$ cat config.mk
export PLATFORM = sky130hd
export DESIGN_NAME = dvs_speed_governor_core_flat
export DESIGN_NICKNAME = d
export VERILOG_FILES = /design/src/rtl/dsg_pkg.sv /design/src/rtl/dsg_tick_if.sv /design/src/rtl/dsg_result_if.sv /design/src/rtl/dsg_div.sv /design/src/rtl/dsg_datapath.sv /design/src/rtl/dsg_ctrl.sv /design/src/rtl/dvs_speed_governor_core.sv /design/src/flat_wrapper.sv
export VERILOG_INCLUDE_DIRS = /design/src /design/src/rtl
export SDC_FILE = /design/constraint.sdc
export NUM_CORES = 2
export LEC_CHECK = 0
export BUFFER_PORTS_ARGS = -buffer_cell sky130_fd_sc_hd__buf_2
export CAP_MARGIN = 10
export CORE_MARGIN = 2
export CORE_UTILIZATION = 62
export DETAILED_ROUTE_END_ITERATION = 6
export HOLD_SLACK_MARGIN = 0.06
export PLACE_DENSITY = 0.78
export SLEW_MARGIN = 20
export SYNTH_ARGS = -nofsm -noshare
export SYNTH_HDL_FRONTEND = slang
export SYNTH_SLANG_ARGS = --single-unit
export TNS_END_PERCENT = 50
$ cat constraint.sdc
create_clock -name clk -period 10.9 [get_ports clk]
set_input_delay 2.18 -clock clk [delete_from_list [all_inputs] [get_ports clk]]
set_output_delay 2.18 -clock clk [all_outputs]
set_load 0.01 [all_outputs]
$ cat src/rtl/dvs_speed_governor_core_macros.svh
// Assertion macros shared by the speed governor RTL.
`ifndef DVS_SPEED_GOVERNOR_CORE_MACROS_SVH
`define DVS_SPEED_GOVERNOR_CORE_MACROS_SVH

// Consequent must hold in the same cycle as the antecedent.
`define DSG_ASSERT_SAME(lbl, ante, cons, msg) \
	lbl: assert property (@(posedge clk) disable iff (!arst_n) (ante) |-> (cons)) \
		else $error(msg);

// Consequent must hold in the cycle after the antecedent.
`define DSG_ASSERT_NEXT(lbl, ante, cons, msg) \
	lbl: assert property (@(posedge clk) disable iff (!arst_n) (ante) |=> (cons)) \
		else $error(msg);

`endif

$ cat src/rtl/dsg_pkg.sv
// Package: widths, reset values, register codes and control structs of the speed governor.
`default_nettype none
package dsg_pkg;

	localparam int COUNTER_WIDTH_DEF = 32;

	localparam int TICK_W     = 10;
	localparam int SPEED_W    = 7;
	localparam int WEIGHT_W   = 8;
	localparam int AVG_W      = 17; // run/deadline ticks times speed fits here
	localparam int CFG_IDX_W  = 3;
	localparam int CFG_DATA_W = 10;

	localparam logic [SPEED_W-1:0] FULL_SPEED = 7'd100;

	localparam logic [TICK_W-1:0]   RST_INTERVAL  = 10'd50;
	localparam logic [SPEED_W-1:0]  RST_MIN_SPEED = 7'd5;
	localparam logic [WEIGHT_W-1:0] RST_WEIGHT    = 8'd20;
	localparam logic [SPEED_W-1:0]  RST_HIGH_TH   = 7'd70;
	localparam logic [SPEED_W-1:0]  RST_LOW_TH    = 7'd50;
	localparam logic [SPEED_W-1:0]  RST_UP_STEP   = 7'd20;
	localparam logic [SPEED_W-1:0]  RST_DOWN_BASE = 7'd60;

	typedef enum logic [CFG_IDX_W-1:0] {
		REG_INTERVAL,
		REG_MIN_SPEED,
		REG_AVG_WEIGHT,
		REG_HIGH_TH,
		REG_LOW_TH,
		REG_UP_STEP,
		REG_DOWN_BASE
	} reg_idx_t;

	// Division jobs run in this order when an interval closes
	typedef enum logic [2:0] {
		OP_AVG_WORK,
		OP_AVG_DEAD,
		OP_PMAX,
		OP_UTIL,
		OP_USED
	} op_t;

	typedef struct packed {
		logic accept;
		logic load;
		logic store;
		logic emit;
		logic close;
		op_t  op;
	} dp_cmd_t;

	typedef struct packed {
		logic close;
		logic div_done;
		logic out_busy;
	} dp_status_t;

endpackage
`default_nettype wire

$ cat src/rtl/dsg_tick_if.sv
// Tick channel: one word per scheduler tick.
`default_nettype none
interface dsg_tick_if;
	logic       valid;
	logic       ready;
	logic       is_idle;
	logic [6:0] current_speed;

	modport source (output valid, output is_idle, output current_speed, input ready);
	modport sink   (input valid, input is_idle, input current_speed, output ready);
endinterface
`default_nettype wire

$ cat src/rtl/dsg_result_if.sv
// Result channel: one word per tick.
`default_nettype none
interface dsg_result_if;
	logic       valid;
	logic       ready;
	logic       interval_end;
	logic       change_request;
	logic [6:0] new_speed;
	logic [6:0] predicted_max;

	modport source (output valid, output interval_end, output change_request,
		output new_speed, output predicted_max, input ready);
	modport sink   (input valid, input interval_end, input change_request,
		input new_speed, input predicted_max, output ready);
endinterface
`default_nettype wire

$ cat src/rtl/dsg_div.sv
// Restoring divider, one quotient bit per cycle.
`default_nettype none
module dsg_div #(
	parameter int NW = 39,
	parameter int DW = 32
) (
	input  logic          clk,
	input  logic          arst_n,
	input  logic          start,
	input  logic [NW-1:0] num,
	input  logic [DW-1:0] den,
	output logic          done,
	output logic [NW-1:0] quo,
	output logic [DW-1:0] rem
);
	localparam int CNT_W = $clog2(NW + 1);

	logic             busy_q;
	logic             done_q;
	logic [CNT_W-1:0] cnt_q;
	logic [NW-1:0]    quo_q;
	logic [DW-1:0]    rem_q;
	logic [DW-1:0]    den_q;
	logic [DW:0]      rem_sh;
	logic [DW:0]      diff;
	logic             ge;

	// trial subtract of the shifted partial remainder
	always_comb begin
		rem_sh = {rem_q, quo_q[NW-1]};
		diff   = rem_sh - {1'b0, den_q};
		ge     = (rem_sh >= {1'b0, den_q});
	end

	// step control
	always_ff @(posedge clk or negedge arst_n) begin
		if (!arst_n) begin
			busy_q <= 1'b0;
			done_q <= 1'b0;
			cnt_q  <= '0;
		end else if (start) begin
			busy_q <= 1'b1;
			done_q <= 1'b0;
			cnt_q  <= CNT_W'(NW);
		end else if (busy_q) begin
			cnt_q <= cnt_q - 1'b1;
			if (cnt_q == CNT_W'(1)) begin
				busy_q <= 1'b0;
				done_q <= 1'b1;
			end
		end else begin
			done_q <= 1'b0;
		end
	end

	// quotient shifts in from the bottom as the dividend leaves the top
	always_ff @(posedge clk) begin
		if (start) begin
			quo_q <= num;
			rem_q <= '0;
			den_q <= den;
		end else if (busy_q) begin
			quo_q <= {quo_q[NW-2:0], ge};
			rem_q <= ge ? diff[DW-1:0] : rem_sh[DW-1:0];
		end
	end

	assign done = done_q;
	assign quo  = quo_q;
	assign rem  = rem_q;
endmodule
`default_nettype wire

$ cat src/rtl/dsg_datapath.sv
// Datapath: settings, tick counters, averages, divider and result register.
`default_nettype none
module dsg_datapath #(
	parameter int CW = dsg_pkg::COUNTER_WIDTH_DEF
) (
	input  logic                              clk,
	input  logic                              arst_n,
	input  dsg_pkg::dp_cmd_t                  cmd,
	output dsg_pkg::dp_status_t               status,
	input  logic                              tick_is_idle,
	input  logic [dsg_pkg::SPEED_W-1:0]       tick_current_speed,
	input  logic                              cfg_we,
	input  logic [dsg_pkg::CFG_IDX_W-1:0]     cfg_index,
	input  logic [dsg_pkg::CFG_DATA_W-1:0]    cfg_wdata,
	dsg_result_if.source                      result
);
	import dsg_pkg::*;

	localparam int NUM_MIN = AVG_W + WEIGHT_W + 1;
	localparam int NW = (CW + SPEED_W > NUM_MIN) ? CW + SPEED_W : NUM_MIN;
	localparam int DW = (CW > AVG_W) ? CW : AVG_W;

	// divide-by-100 unit: one dividend byte per cycle
	localparam int UW   = ((NW + 7) / 8) * 8;
	localparam int NCH  = UW / 8;
	localparam int CH_W = $clog2(NCH + 1);
	// floor(v / 100) == (v * RECIP_100) >> 23 for every v below 2^15
	localparam logic [16:0] RECIP_100 = 17'd83887;

	// settings
	logic [TICK_W-1:0]   intv_q;
	logic [SPEED_W-1:0]  minsp_q;
	logic [WEIGHT_W-1:0] wgt_q;
	logic [SPEED_W-1:0]  hith_q;
	logic [SPEED_W-1:0]  loth_q;
	logic [SPEED_W-1:0]  up_q;
	logic [SPEED_W-1:0]  dnb_q;

	// governor state
	logic [TICK_W-1:0]  tick_q;
	logic [TICK_W-1:0]  run_q;
	logic [TICK_W-1:0]  idle_q;
	logic [SPEED_W-1:0] speed_q;
	logic [CW-1:0]      excess_q;
	logic [CW-1:0]      rt_q;
	logic [CW-1:0]      t_q;
	logic [CW-1:0]      xnew_q;
	logic [AVG_W-1:0]   aw_q;
	logic [AVG_W-1:0]   ad_q;
	logic [SPEED_W-1:0] maxl_q;
	logic [SPEED_W-1:0] pct_q;

	// result register
	logic               res_valid_q;
	logic               res_end_q;
	logic               res_cr_q;
	logic [SPEED_W-1:0] res_ns_q;
	logic [SPEED_W-1:0] res_pmax_q;

	// divider hookup
	logic [NW-1:0] div_num;
	logic [DW-1:0] div_den;
	logic [NW-1:0] div_quo;
	logic [DW-1:0] div_rem;
	logic          div_done;
	logic          div_start;

	// divide-by-100 state
	logic [UW-1:0]   c100_x_q;
	logic [6:0]      c100_r_q;
	logic [CH_W-1:0] c100_cnt_q;
	logic            c100_busy_q;
	logic            c100_done_q;
	logic            c100_start;
	logic [14:0]     c100_v;
	logic [31:0]     c100_prod;
	logic [7:0]      c100_digit;
	logic [14:0]     c100_back;
	logic [14:0]     c100_rem;

	logic [AVG_W+WEIGHT_W-1:0] aw_mul;
	logic [AVG_W+WEIGHT_W-1:0] ad_mul;
	logic [AVG_W-1:0]          nw;
	logic [AVG_W-1:0]          nd;
	logic [CW:0]               s1;
	logic [CW:0]               s2;
	logic [CW-1:0]             rt_c;
	logic [CW-1:0]             t_c;
	logic [WEIGHT_W:0]         wgt_p1;

	logic signed [9:0]  s_sp;
	logic signed [9:0]  s_rule;
	logic signed [9:0]  s_lim;
	logic signed [9:0]  s_fin;
	logic [SPEED_W-1:0] ns_close;
	logic [SPEED_W-1:0] ns_out;

	// configuration writes
	always_ff @(posedge clk or negedge arst_n) begin
		if (!arst_n) begin
			intv_q  <= RST_INTERVAL;
			minsp_q <= RST_MIN_SPEED;
			wgt_q   <= RST_WEIGHT;
			hith_q  <= RST_HIGH_TH;
			loth_q  <= RST_LOW_TH;
			up_q    <= RST_UP_STEP;
			dnb_q   <= RST_DOWN_BASE;
		end else if (cfg_we) begin
			unique case (reg_idx_t'(cfg_index))
				REG_INTERVAL:   intv_q  <= cfg_wdata[TICK_W-1:0];
				REG_MIN_SPEED:  minsp_q <= cfg_wdata[SPEED_W-1:0];
				REG_AVG_WEIGHT: wgt_q   <= cfg_wdata[WEIGHT_W-1:0];
				REG_HIGH_TH:    hith_q  <= cfg_wdata[SPEED_W-1:0];
				REG_LOW_TH:     loth_q  <= cfg_wdata[SPEED_W-1:0];
				REG_UP_STEP:    up_q    <= cfg_wdata[SPEED_W-1:0];
				REG_DOWN_BASE:  dnb_q   <= cfg_wdata[SPEED_W-1:0];
				default: ;
			endcase
		end
	end

	// operand forming: products and saturated sums
	always_comb begin
		aw_mul = {{WEIGHT_W{1'b0}}, aw_q} * {{AVG_W{1'b0}}, wgt_q};
		ad_mul = {{WEIGHT_W{1'b0}}, ad_q} * {{AVG_W{1'b0}}, wgt_q};
		nw     = AVG_W'(run_q) * AVG_W'(speed_q);
		nd     = (AVG_W'(run_q) + AVG_W'(idle_q)) * AVG_W'(speed_q);
		wgt_p1 = {1'b0, wgt_q} + 1'b1;
		s1     = {1'b0, excess_q} + (CW+1)'(run_q);
		rt_c   = s1[CW] ? '1 : s1[CW-1:0];
		s2     = {1'b0, rt_c} + (CW+1)'(idle_q);
		t_c    = s2[CW] ? '1 : s2[CW-1:0];
	end

	// dividend and divisor per job
	always_comb begin
		unique case (cmd.op)
			OP_AVG_WORK: begin
				div_num = NW'(aw_mul) + NW'(nw);
				div_den = DW'(wgt_p1);
			end
			OP_AVG_DEAD: begin
				div_num = NW'(ad_mul) + NW'(nd);
				div_den = DW'(wgt_p1);
			end
			OP_PMAX: begin
				div_num = NW'(aw_q) * NW'(FULL_SPEED);
				div_den = DW'(ad_q);
			end
			OP_UTIL: begin
				div_num = NW'(idle_q) * NW'(FULL_SPEED);
				div_den = DW'(t_c);
			end
			default: begin
				div_num = '0;
				div_den = '0;
			end
		endcase
	end

	assign div_start  = cmd.load && (cmd.op != OP_USED);
	assign c100_start = cmd.load && (cmd.op == OP_USED);

	dsg_div #(
		.NW (NW),
		.DW (DW)
	) u_div (
		.clk    (clk),
		.arst_n (arst_n),
		.start  (div_start),
		.num    (div_num),
		.den    (div_den),
		.done   (div_done),
		.quo    (div_quo),
		.rem    (div_rem)
	);

	// divide by 100: remainder and next byte form a 15-bit partial dividend
	always_comb begin
		c100_v     = {c100_r_q, c100_x_q[UW-1 -: 8]};
		c100_prod  = {17'b0, c100_v} * {15'b0, RECIP_100};
		c100_digit = c100_prod[30:23];
		c100_back  = 15'(c100_digit) * 15'd100;
		c100_rem   = c100_v - c100_back;
	end

	// divide-by-100 step control
	always_ff @(posedge clk or negedge arst_n) begin
		if (!arst_n) begin
			c100_busy_q <= 1'b0;
			c100_done_q <= 1'b0;
			c100_cnt_q  <= '0;
		end else if (c100_start) begin
			c100_busy_q <= 1'b1;
			c100_done_q <= 1'b0;
			c100_cnt_q  <= CH_W'(NCH);
		end else if (c100_busy_q) begin
			c100_cnt_q <= c100_cnt_q - 1'b1;
			if (c100_cnt_q == CH_W'(1)) begin
				c100_busy_q <= 1'b0;
				c100_done_q <= 1'b1;
			end
		end else begin
			c100_done_q <= 1'b0;
		end
	end

	// quotient bytes shift in from the bottom as dividend bytes leave the top
	always_ff @(posedge clk) begin
		if (c100_start) begin
			c100_x_q <= UW'(t_q) * UW'(speed_q);
			c100_r_q <= '0;
		end else if (c100_busy_q) begin
			c100_x_q <= {c100_x_q[UW-9:0], c100_digit};
			c100_r_q <= c100_rem[6:0];
		end
	end

	// past-interval rule, then clamp to predicted max and to the floor
	always_comb begin
		s_sp = signed'({3'b0, speed_q});
		if (excess_q > CW'(idle_q))
			s_rule = signed'({3'b0, FULL_SPEED});
		else if (pct_q > hith_q)
			s_rule = s_sp + signed'({3'b0, up_q});
		else if (pct_q < loth_q)
			s_rule = s_sp - (signed'({3'b0, dnb_q}) - signed'({3'b0, pct_q}));
		else
			s_rule = s_sp;
		s_lim    = (s_rule > signed'({3'b0, maxl_q})) ? signed'({3'b0, maxl_q}) : s_rule;
		s_fin    = (s_lim < signed'({3'b0, minsp_q})) ? signed'({3'b0, minsp_q}) : s_lim;
		ns_close = s_fin[SPEED_W-1:0];
		ns_out   = cmd.close ? ns_close : speed_q;
	end

	// tick counters and interval state
	always_ff @(posedge clk or negedge arst_n) begin
		if (!arst_n) begin
			tick_q   <= '0;
			run_q    <= '0;
			idle_q   <= '0;
			excess_q <= '0;
			aw_q     <= '0;
			ad_q     <= '0;
			maxl_q   <= FULL_SPEED;
		end else begin
			if (cmd.accept) begin
				tick_q <= tick_q + 1'b1;
				if (tick_is_idle)
					idle_q <= idle_q + 1'b1;
				else
					run_q <= run_q + 1'b1;
			end
			if (cmd.store) begin
				unique case (cmd.op)
					OP_AVG_WORK: aw_q <= div_quo[AVG_W-1:0];
					OP_AVG_DEAD: ad_q <= div_quo[AVG_W-1:0];
					OP_PMAX: begin
						if (ad_q == '0 || div_quo > NW'(FULL_SPEED))
							maxl_q <= FULL_SPEED;
						else
							maxl_q <= div_quo[SPEED_W-1:0];
					end
					default: ;
				endcase
			end
			if (cmd.emit && cmd.close) begin
				tick_q   <= '0;
				run_q    <= '0;
				idle_q   <= '0;
				excess_q <= xnew_q;
			end
		end
	end

	// per-interval scratch values
	always_ff @(posedge clk) begin
		if (cmd.accept)
			speed_q <= tick_current_speed;
		if (cmd.load && cmd.op == OP_UTIL) begin
			rt_q <= rt_c;
			t_q  <= t_c;
		end
		if (cmd.store) begin
			unique case (cmd.op)
				OP_UTIL: begin
					// utilization is 100 minus the rounded-up idle share
					if (t_q == '0)
						pct_q <= '0;
					else
						pct_q <= SPEED_W'(8'd100 - (div_quo[7:0] + {7'b0, (div_rem != '0)}));
				end
				OP_USED: begin
					if (c100_x_q >= UW'(rt_q))
						xnew_q <= '0;
					else
						xnew_q <= CW'(UW'(rt_q) - c100_x_q);
				end
				default: ;
			endcase
		end
	end

	// output word register
	always_ff @(posedge clk or negedge arst_n) begin
		if (!arst_n)
			res_valid_q <= 1'b0;
		else if (cmd.emit)
			res_valid_q <= 1'b1;
		else if (result.ready)
			res_valid_q <= 1'b0;
	end

	always_ff @(posedge clk) begin
		if (cmd.emit) begin
			res_end_q  <= cmd.close;
			res_cr_q   <= (ns_out != speed_q);
			res_ns_q   <= ns_out;
			res_pmax_q <= maxl_q;
		end
	end

	assign result.valid          = res_valid_q;
	assign result.interval_end   = res_end_q;
	assign result.change_request = res_cr_q;
	assign result.new_speed      = res_ns_q;
	assign result.predicted_max  = res_pmax_q;

	assign status.close    = (tick_q >= intv_q);
	assign status.div_done = (cmd.op == OP_USED) ? c100_done_q : div_done;
	assign status.out_busy = res_valid_q && !result.ready;
endmodule
`default_nettype wire

$ cat src/rtl/dsg_ctrl.sv
// Controller: sequences tick accept, division jobs and result hand-off.
`default_nettype none
module dsg_ctrl (
	input  logic                clk,
	input  logic                arst_n,
	input  logic                tick_valid,
	output logic                tick_ready,
	input  dsg_pkg::dp_status_t status,
	output dsg_pkg::dp_cmd_t    cmd
);
	import dsg_pkg::*;

	typedef enum logic [2:0] {
		ST_IDLE,
		ST_CHECK,
		ST_LOAD,
		ST_WAIT,
		ST_EMIT
	} state_t;

	state_t state_q;
	op_t    op_q;
	logic   close_q;

	// state register
	always_ff @(posedge clk or negedge arst_n) begin
		if (!arst_n) begin
			state_q <= ST_IDLE;
			op_q    <= OP_AVG_WORK;
			close_q <= 1'b0;
		end else begin
			unique case (state_q)
				ST_IDLE: begin
					if (tick_valid)
						state_q <= ST_CHECK;
				end
				ST_CHECK: begin
					close_q <= status.close;
					op_q    <= OP_AVG_WORK;
					state_q <= status.close ? ST_LOAD : ST_EMIT;
				end
				ST_LOAD: begin
					state_q <= ST_WAIT;
				end
				ST_WAIT: begin
					if (status.div_done) begin
						if (op_q == OP_USED) begin
							state_q <= ST_EMIT;
						end else begin
							op_q    <= op_t'(op_q + 3'd1);
							state_q <= ST_LOAD;
						end
					end
				end
				ST_EMIT: begin
					if (!status.out_busy)
						state_q <= ST_IDLE;
				end
				default: state_q <= ST_IDLE;
			endcase
		end
	end

	// commands decoded from state
	always_comb begin
		cmd        = '0;
		cmd.accept = (state_q == ST_IDLE) && tick_valid;
		cmd.load   = (state_q == ST_LOAD);
		cmd.store  = (state_q == ST_WAIT) && status.div_done;
		cmd.emit   = (state_q == ST_EMIT) && !status.out_busy;
		cmd.close  = close_q;
		cmd.op     = op_q;
	end

	assign tick_ready = (state_q == ST_IDLE);
endmodule
`default_nettype wire

$ cat src/rtl/dvs_speed_governor_core.sv
// Speed governor: per-tick counting, interval prediction and speed change requests.
//
// tick channel: one word per scheduler tick (is_idle, current_speed).
// result channel: one word per tick (interval_end, change_request,
//   new_speed, predicted_max).
// cfg port: cfg_we writes cfg_wdata into register cfg_index at the clock edge;
//   write only while no tick is in flight.
// A tick that does not close an interval goes from accept through the check
// and emit states to the result register. A closing tick runs four divisions
// on one shared bit-serial divider, then a divide by 100 at one dividend byte
// per cycle, before its result is emitted.
// One tick is worked on at a time; a new tick is taken only in the idle state.
// Reset (arst_n low) restores default settings, clears counters and
// averages, sets the predicted max to 100 and empties the result register.
// A stalled receiver holds the result word; the next tick is still taken and
// worked on, and its result waits until the register frees.
`default_nettype none
`include "dvs_speed_governor_core_macros.svh"
module dvs_speed_governor_core #(
	parameter int COUNTER_WIDTH = dsg_pkg::COUNTER_WIDTH_DEF
) (
	input  logic                           clk,
	input  logic                           arst_n,
	dsg_tick_if.sink                       tick,
	dsg_result_if.source                   result,
	input  logic                           cfg_we,
	input  logic [dsg_pkg::CFG_IDX_W-1:0]  cfg_index,
	input  logic [dsg_pkg::CFG_DATA_W-1:0] cfg_wdata
);
	import dsg_pkg::*;

	dp_cmd_t    cmd;
	dp_status_t status;
	logic       tick_ready;

	dsg_ctrl u_ctrl (
		.clk        (clk),
		.arst_n     (arst_n),
		.tick_valid (tick.valid),
		.tick_ready (tick_ready),
		.status     (status),
		.cmd        (cmd)
	);

	dsg_datapath #(
		.CW (COUNTER_WIDTH)
	) u_dp (
		.clk                (clk),
		.arst_n             (arst_n),
		.cmd                (cmd),
		.status             (status),
		.tick_is_idle       (tick.is_idle),
		.tick_current_speed (tick.current_speed),
		.cfg_we             (cfg_we),
		.cfg_index          (cfg_index),
		.cfg_wdata          (cfg_wdata),
		.result             (result)
	);

	assign tick.ready = tick_ready;

	// checks
	`DSG_ASSERT_NEXT(a_one_tick, tick.valid && tick.ready, !tick.ready, "tick taken while busy")
	`DSG_ASSERT_SAME(a_quiet_no_change, result.valid && !result.interval_end, !result.change_request, "change request on quiet tick")
	`DSG_ASSERT_SAME(a_pmax_range, result.valid, result.predicted_max <= FULL_SPEED, "predicted max above full speed")
endmodule
`default_nettype wire
$ cat src/flat_wrapper.sv
// flat-port wrapper written by rule: the top's interface ports become plain ports
module dvs_speed_governor_core_flat import dsg_pkg::*;
#(
	parameter int COUNTER_WIDTH = dsg_pkg::COUNTER_WIDTH_DEF
)
  (clk, arst_n, cfg_we, cfg_index, cfg_wdata, tick_valid, tick_is_idle, tick_current_speed, tick_ready, result_valid, result_interval_end, result_change_request, result_new_speed, result_predicted_max, result_ready);
  dsg_tick_if tick_i ();
  dsg_result_if result_i ();
  input  logic clk;
  input  logic arst_n;
  input  logic cfg_we;
  input  logic [dsg_pkg::CFG_IDX_W-1:0] cfg_index;
  input  logic [dsg_pkg::CFG_DATA_W-1:0] cfg_wdata;
  input wire logic [$bits(tick_i.valid)-1:0] tick_valid;
  input wire logic [$bits(tick_i.is_idle)-1:0] tick_is_idle;
  input wire logic [$bits(tick_i.current_speed)-1:0] tick_current_speed;
  output wire logic [$bits(tick_i.ready)-1:0] tick_ready;
  output wire logic [$bits(result_i.valid)-1:0] result_valid;
  output wire logic [$bits(result_i.interval_end)-1:0] result_interval_end;
  output wire logic [$bits(result_i.change_request)-1:0] result_change_request;
  output wire logic [$bits(result_i.new_speed)-1:0] result_new_speed;
  output wire logic [$bits(result_i.predicted_max)-1:0] result_predicted_max;
  input wire logic [$bits(result_i.ready)-1:0] result_ready;
  assign tick_i.valid = tick_valid;
  assign tick_i.is_idle = tick_is_idle;
  assign tick_i.current_speed = tick_current_speed;
  assign tick_ready = tick_i.ready;
  assign result_valid = result_i.valid;
  assign result_interval_end = result_i.interval_end;
  assign result_change_request = result_i.change_request;
  assign result_new_speed = result_i.new_speed;
  assign result_predicted_max = result_i.predicted_max;
  assign result_i.ready = result_ready;
  dvs_speed_governor_core #(.COUNTER_WIDTH(COUNTER_WIDTH)) u_core (.clk(clk), .arst_n(arst_n), .tick(tick_i), .result(result_i), .cfg_we(cfg_we), .cfg_index(cfg_index), .cfg_wdata(cfg_wdata));
endmodule
==> metrics.md <==
| Metric | Value |
|---|---|
| Status | `complete, no violations` |
| Worst-skew pair later-pin latency | `approximately 650 ps` |
| Area grow syn2layout | `5.792%` |
| Post-Layout Inst Area | `roughly 57,000 sq um` |
| Wirelength, routed | `roughly 150 mm` |
| GRT Util Overall | `33.40%` |
| Cell Area, Synth | `54,280 sq um` |
| IR drop worst, VDD | `approximately 0.66 mV` |
| Routed WL per cell | `roughly 21 microns` |
| Post-CTS Resized | `0` |
| Share of layout cells above drive strength 1 | `~6%` |
| Clock Path Buffers | `3` |
| Port buffer count | `43` |
| Dpl ws | `around 320 ps` |
| CP endpoint kind | `flip-flop` |
| EDFF count, synth | `approximately 240` |
| Rel. slew slack | `between 20 and 30%` |
| Fmax achieved | `around 95 MHz` |
| Hold-fix buffers at CTS | `0` |
| Initial drt markers | `around 3,500` |
| # setup viols final | `0` |
| Post-Syn Nets | `a little over 7,000` |
| Core region area | `slightly below 90,000 sq um` |
| First-pass GRT wire length | `236.1 mm` |
| Clock sinks | `453` |
| P_leak | `28.94 nW` |
| Grt met1 use | `43.36%` |
| CP peak stage delay | `around 560 ps` |
| Reg2reg start | `u_core.u_dp.run_q[0]$_DFFE_PN0P_` |
| Root Buffer | `clkbuf_16` |
| Top_reg_cell synth | `edfxtp_1` |
| Max Slew Vio Count | `0` |
| CP startpoint kind | `flip-flop` |
| GR Layer Usage met3 | `around 5.6%` |
| Rows | `108` |
| Largest family of logic cells by synthesized area | `adder cells` |
| RSZ-0062 raised after global routing | `no` |
| #FFs+latches synth | `approximately 450` |
| Die W | `~300 microns` |
| Routed vias/inst | `between 5 and 6` |
| DRT Pass-1 Iters | `5` |
| Share of the yosys chip area belonging to registers | `22.74%` |
| Final worst-path cycle share | `96.07%` |
| Worst min-delay path class | `reg2reg` |
| Number of synthesis warnings | `0` |
| Multiplexer share of the synthesized area | `roughly 2.0%` |
| Setup TNS | `0 ps` |
| Pwr Density | `approximately 250 nW/um^2` |
| TritonCTS buffer count | `between 50 and 60` |
| WP data arrival | `roughly 11,000 ps` |
| Die H | `between 200 and 300 microns` |
| GRT overflow | `0` |
| Min-delay src | `u_core.u_dp.xnew_q[4]$_SDFFCE_PP0P_` |
| Slowest CP cell | `fa_1` |
| Critical path class | `reg2reg` |
| Simple-Gate Fraction of Synth Area | `between 15 and 20%` |
| Final core occ | `between 60% and 70%` |
| Worst setup margin | `428.7 ps` |
| Total power | `approximately 14 mW` |
| Mapped Cells | `roughly 5,900` |
| Most frequent CP cell | `fa_1` |
| Hold Crit Depth | `2` |
| Worst Setup SP | `u_core.u_dp.run_q[0]$_DFFE_PN0P_` |
| R2R depth | `39` |
| Setup Buffers After CTS | `0` |
| Estimated wirelength of the detail-placed design | `roughly 110 mm` |
| Drc violations | `0` |
| Global Route met2 Usage | `a little over half` |
| CTS tree | `yes` |
| GP Congestion | `roughly 0.96` |
| Placed standard-cell area | `roughly 56,000 sq um` |
| Io pins | `44` |
| Slew @ Worst Pin | `1056 ps` |
| DR vias | `between 40,000 and 50,000` |
| Fin. Hold Viols | `0` |
| MaxCap Viol Count | `0` |
| H-Tree Depth | `2` |
| Vias in the first global route | `~43,000` |
| Initial antenna violation count | `5` |
| Initial Utilization | `a little over three fifths` |
| Die ar. | `around 90,000 sq um` |
| Post-Route Skew | `approximately 32 ps` |
| Syn Area/Cell | `9.188 sq um` |
| Most Crowded Layer GR | `met2` |
| Post-synthesis cell type count | `94` |
| Crit Path Max Fanout | `7` |
| Fin crit period | `between 10,000 and 15,000 ps` |
| Largest net degree at the start of global routing | `75` |
| Min Hold Slack | `roughly 450 ps` |
| Placed cells | `slightly below 7,000` |
| Synth Area in Adders | `36.47%` |
| Layout Nets | `between 7,000 and 8,000` |
| Xor-xnor portion of the synthesized cell area | `between 4 and 5%` |
| Clock slew at reported path FFs | `roughly 60 ps` |
| Synth Area in Compound Gates | `between 10% and 20%` |
| Asr flop ratio synth | `39.07%` |
| Req. time, crit path | `~11,000 ps` |
| Post-route ant nets | `0` |
| Layout Cells excl Fill | `around 7,000` |
where the power goes:
part / internal, mW / switching (mW)
logic: 4.07 / 5.91
registers: 2.12 / 0.332
clock network: 1.02 / 0.821
total: 7.22 / 7.07
worst paths after layout:
check                      slack [ps]                                endpoint
min in group asynchronous        1460   u_core.u_dp.c100_cnt_q[2]$_DFFE_PN0P_
min reg2reg                       450     u_core.u_dp.excess_q[4]$_DFFE_PN0P_
max reg2reg                       430     u_core.u_dp.u_div.quo[25]$_DFFE_PP_
max in group asynchronous        8090  u_core.u_dp.u_div.cnt_q[1]$_DFFE_PN0P_
min                               450     u_core.u_dp.excess_q[4]$_DFFE_PN0P_
max                               430     u_core.u_dp.u_div.quo[25]$_DFFE_PP_
worst max-delay path: cells and delay by family (launching register included):
| family | cells | cell delay [ps] |
|---|---|---|
| buf+inv | 4 | 240 |
| flops | 1 | 380 |
| simple gates | 5 | 720 |
| compound gates | 15 | 2840 |
| fa+ha+maj | 12 | 5300 |
| xor+xnor | 3 | 690 |
sequential cells by signal (all words and copies together), names as in the netlist, 17 cells and up:
| register | cells |
|---|---|
| u_core.u_dp.rt_q | 32 |
| u_core.u_dp.excess_q | 32 |
| u_core.u_dp.ad_q | 17 |
| u_core.u_dp.t_q | 32 |
| u_core.u_dp.u_div.rem | 32 |
| u_core.u_dp.xnew_q | 32 |
| u_core.u_dp.c100_x_q | 40 |
| u_core.u_dp.u_div.den_q | 32 |
| u_core.u_dp.aw_q | 17 |
| u_core.u_dp.u_div.quo | 39 |
area by class of cell:
cell class | instances | area (sq um)
tap | 1155 | 1445
sequential | 453 | 12340
inverter | 929 | 3487
antenna | 4 | 10.01
clock buffer | 65 | 1465
timing repair buffer | 99 | 656.9
fill | 7019 | 29330
clock inverter | 35 | 339.1
multi-input combinational | 4292 | 37680
Yosys cell counts, types with 9 or more instances:
cell type	instances	area [sq um]
a2111oi_0	10	87.58
a211oi_1	34	255.2
a21boi_0	9	67.56
a21o_1	83	623.1
a21oi_1	252	1261
a22o_1	25	219.0
a22oi_1	24	180.2
a31oi_1	21	131.4
and2_1	300	1877
and3_1	25	156.4
buf_1	26	97.59
buf_2	9	45.04
clkbuf_1	195	732.0
dfrtp_1	155	3879
dfstp_2	22	578.1
dfxtp_1	40	800.8
edfxtp_1	236	7087
fa_1	572	11450
ha_1	667	8346
inv_1	927	3480
mux2_2	60	675.7
mux2i_1	43	430.4
nand2_1	759	2849
nand2_2	12	75.07
nand2b_1	43	269.0
nand3_1	67	335.3
nand4_1	42	262.8
nor2_1	238	893.4
nor2b_1	47	294.0
nor3_1	63	315.3
nor4_1	48	300.3
o211ai_1	11	82.58
o21a_1	26	195.2
o21ai_0	278	1391
o21ai_1	10	50.05
o21bai_1	35	262.8
o221ai_1	9	78.83
o22ai_1	12	75.07
o31ai_1	18	135.1
or2_2	21	131.4
or3_1	24	150.1
xnor2_1	164	1436
xor2_1	103	902.1
placed cells by master (no fill, tap or decap), drive strengths merged, types with 60 or more instances in the layout:
cell and count:
ha 667, a21oi 253, mux2 60, inv 932, o21ai 289, nand2 771
a21o 83, xor2 103, nor2 238, xnor2 164, and2 301, fa 572
nor3 64, buf 98, edfxtp 236, clkbuf 66, nand3 69, dfrtp 155
cells by family after synthesis:
family | after synthesis
simple gates | 1729
mux | 103
buf+inv | 1163
compound gates | 954
fa+ha+maj | 1239
flops | 453
xor+xnor | 267
routing by layer:
| metal | share of wire, % | wire length (microns) | vias up |
|---|---|---|---|
| met5 | 0.0089 | 13 | - |
| met4 | 6.0 | 8858 | 2 |
| met3 | 7.8 | 11410 | 430 |
| met2 | 46 | 67360 | 1688 |
| met1 | 40 | 58880 | 20720 |
| li1 | - | - | 19280 |
No activity file was read; power rests on OpenSTA's default activity.
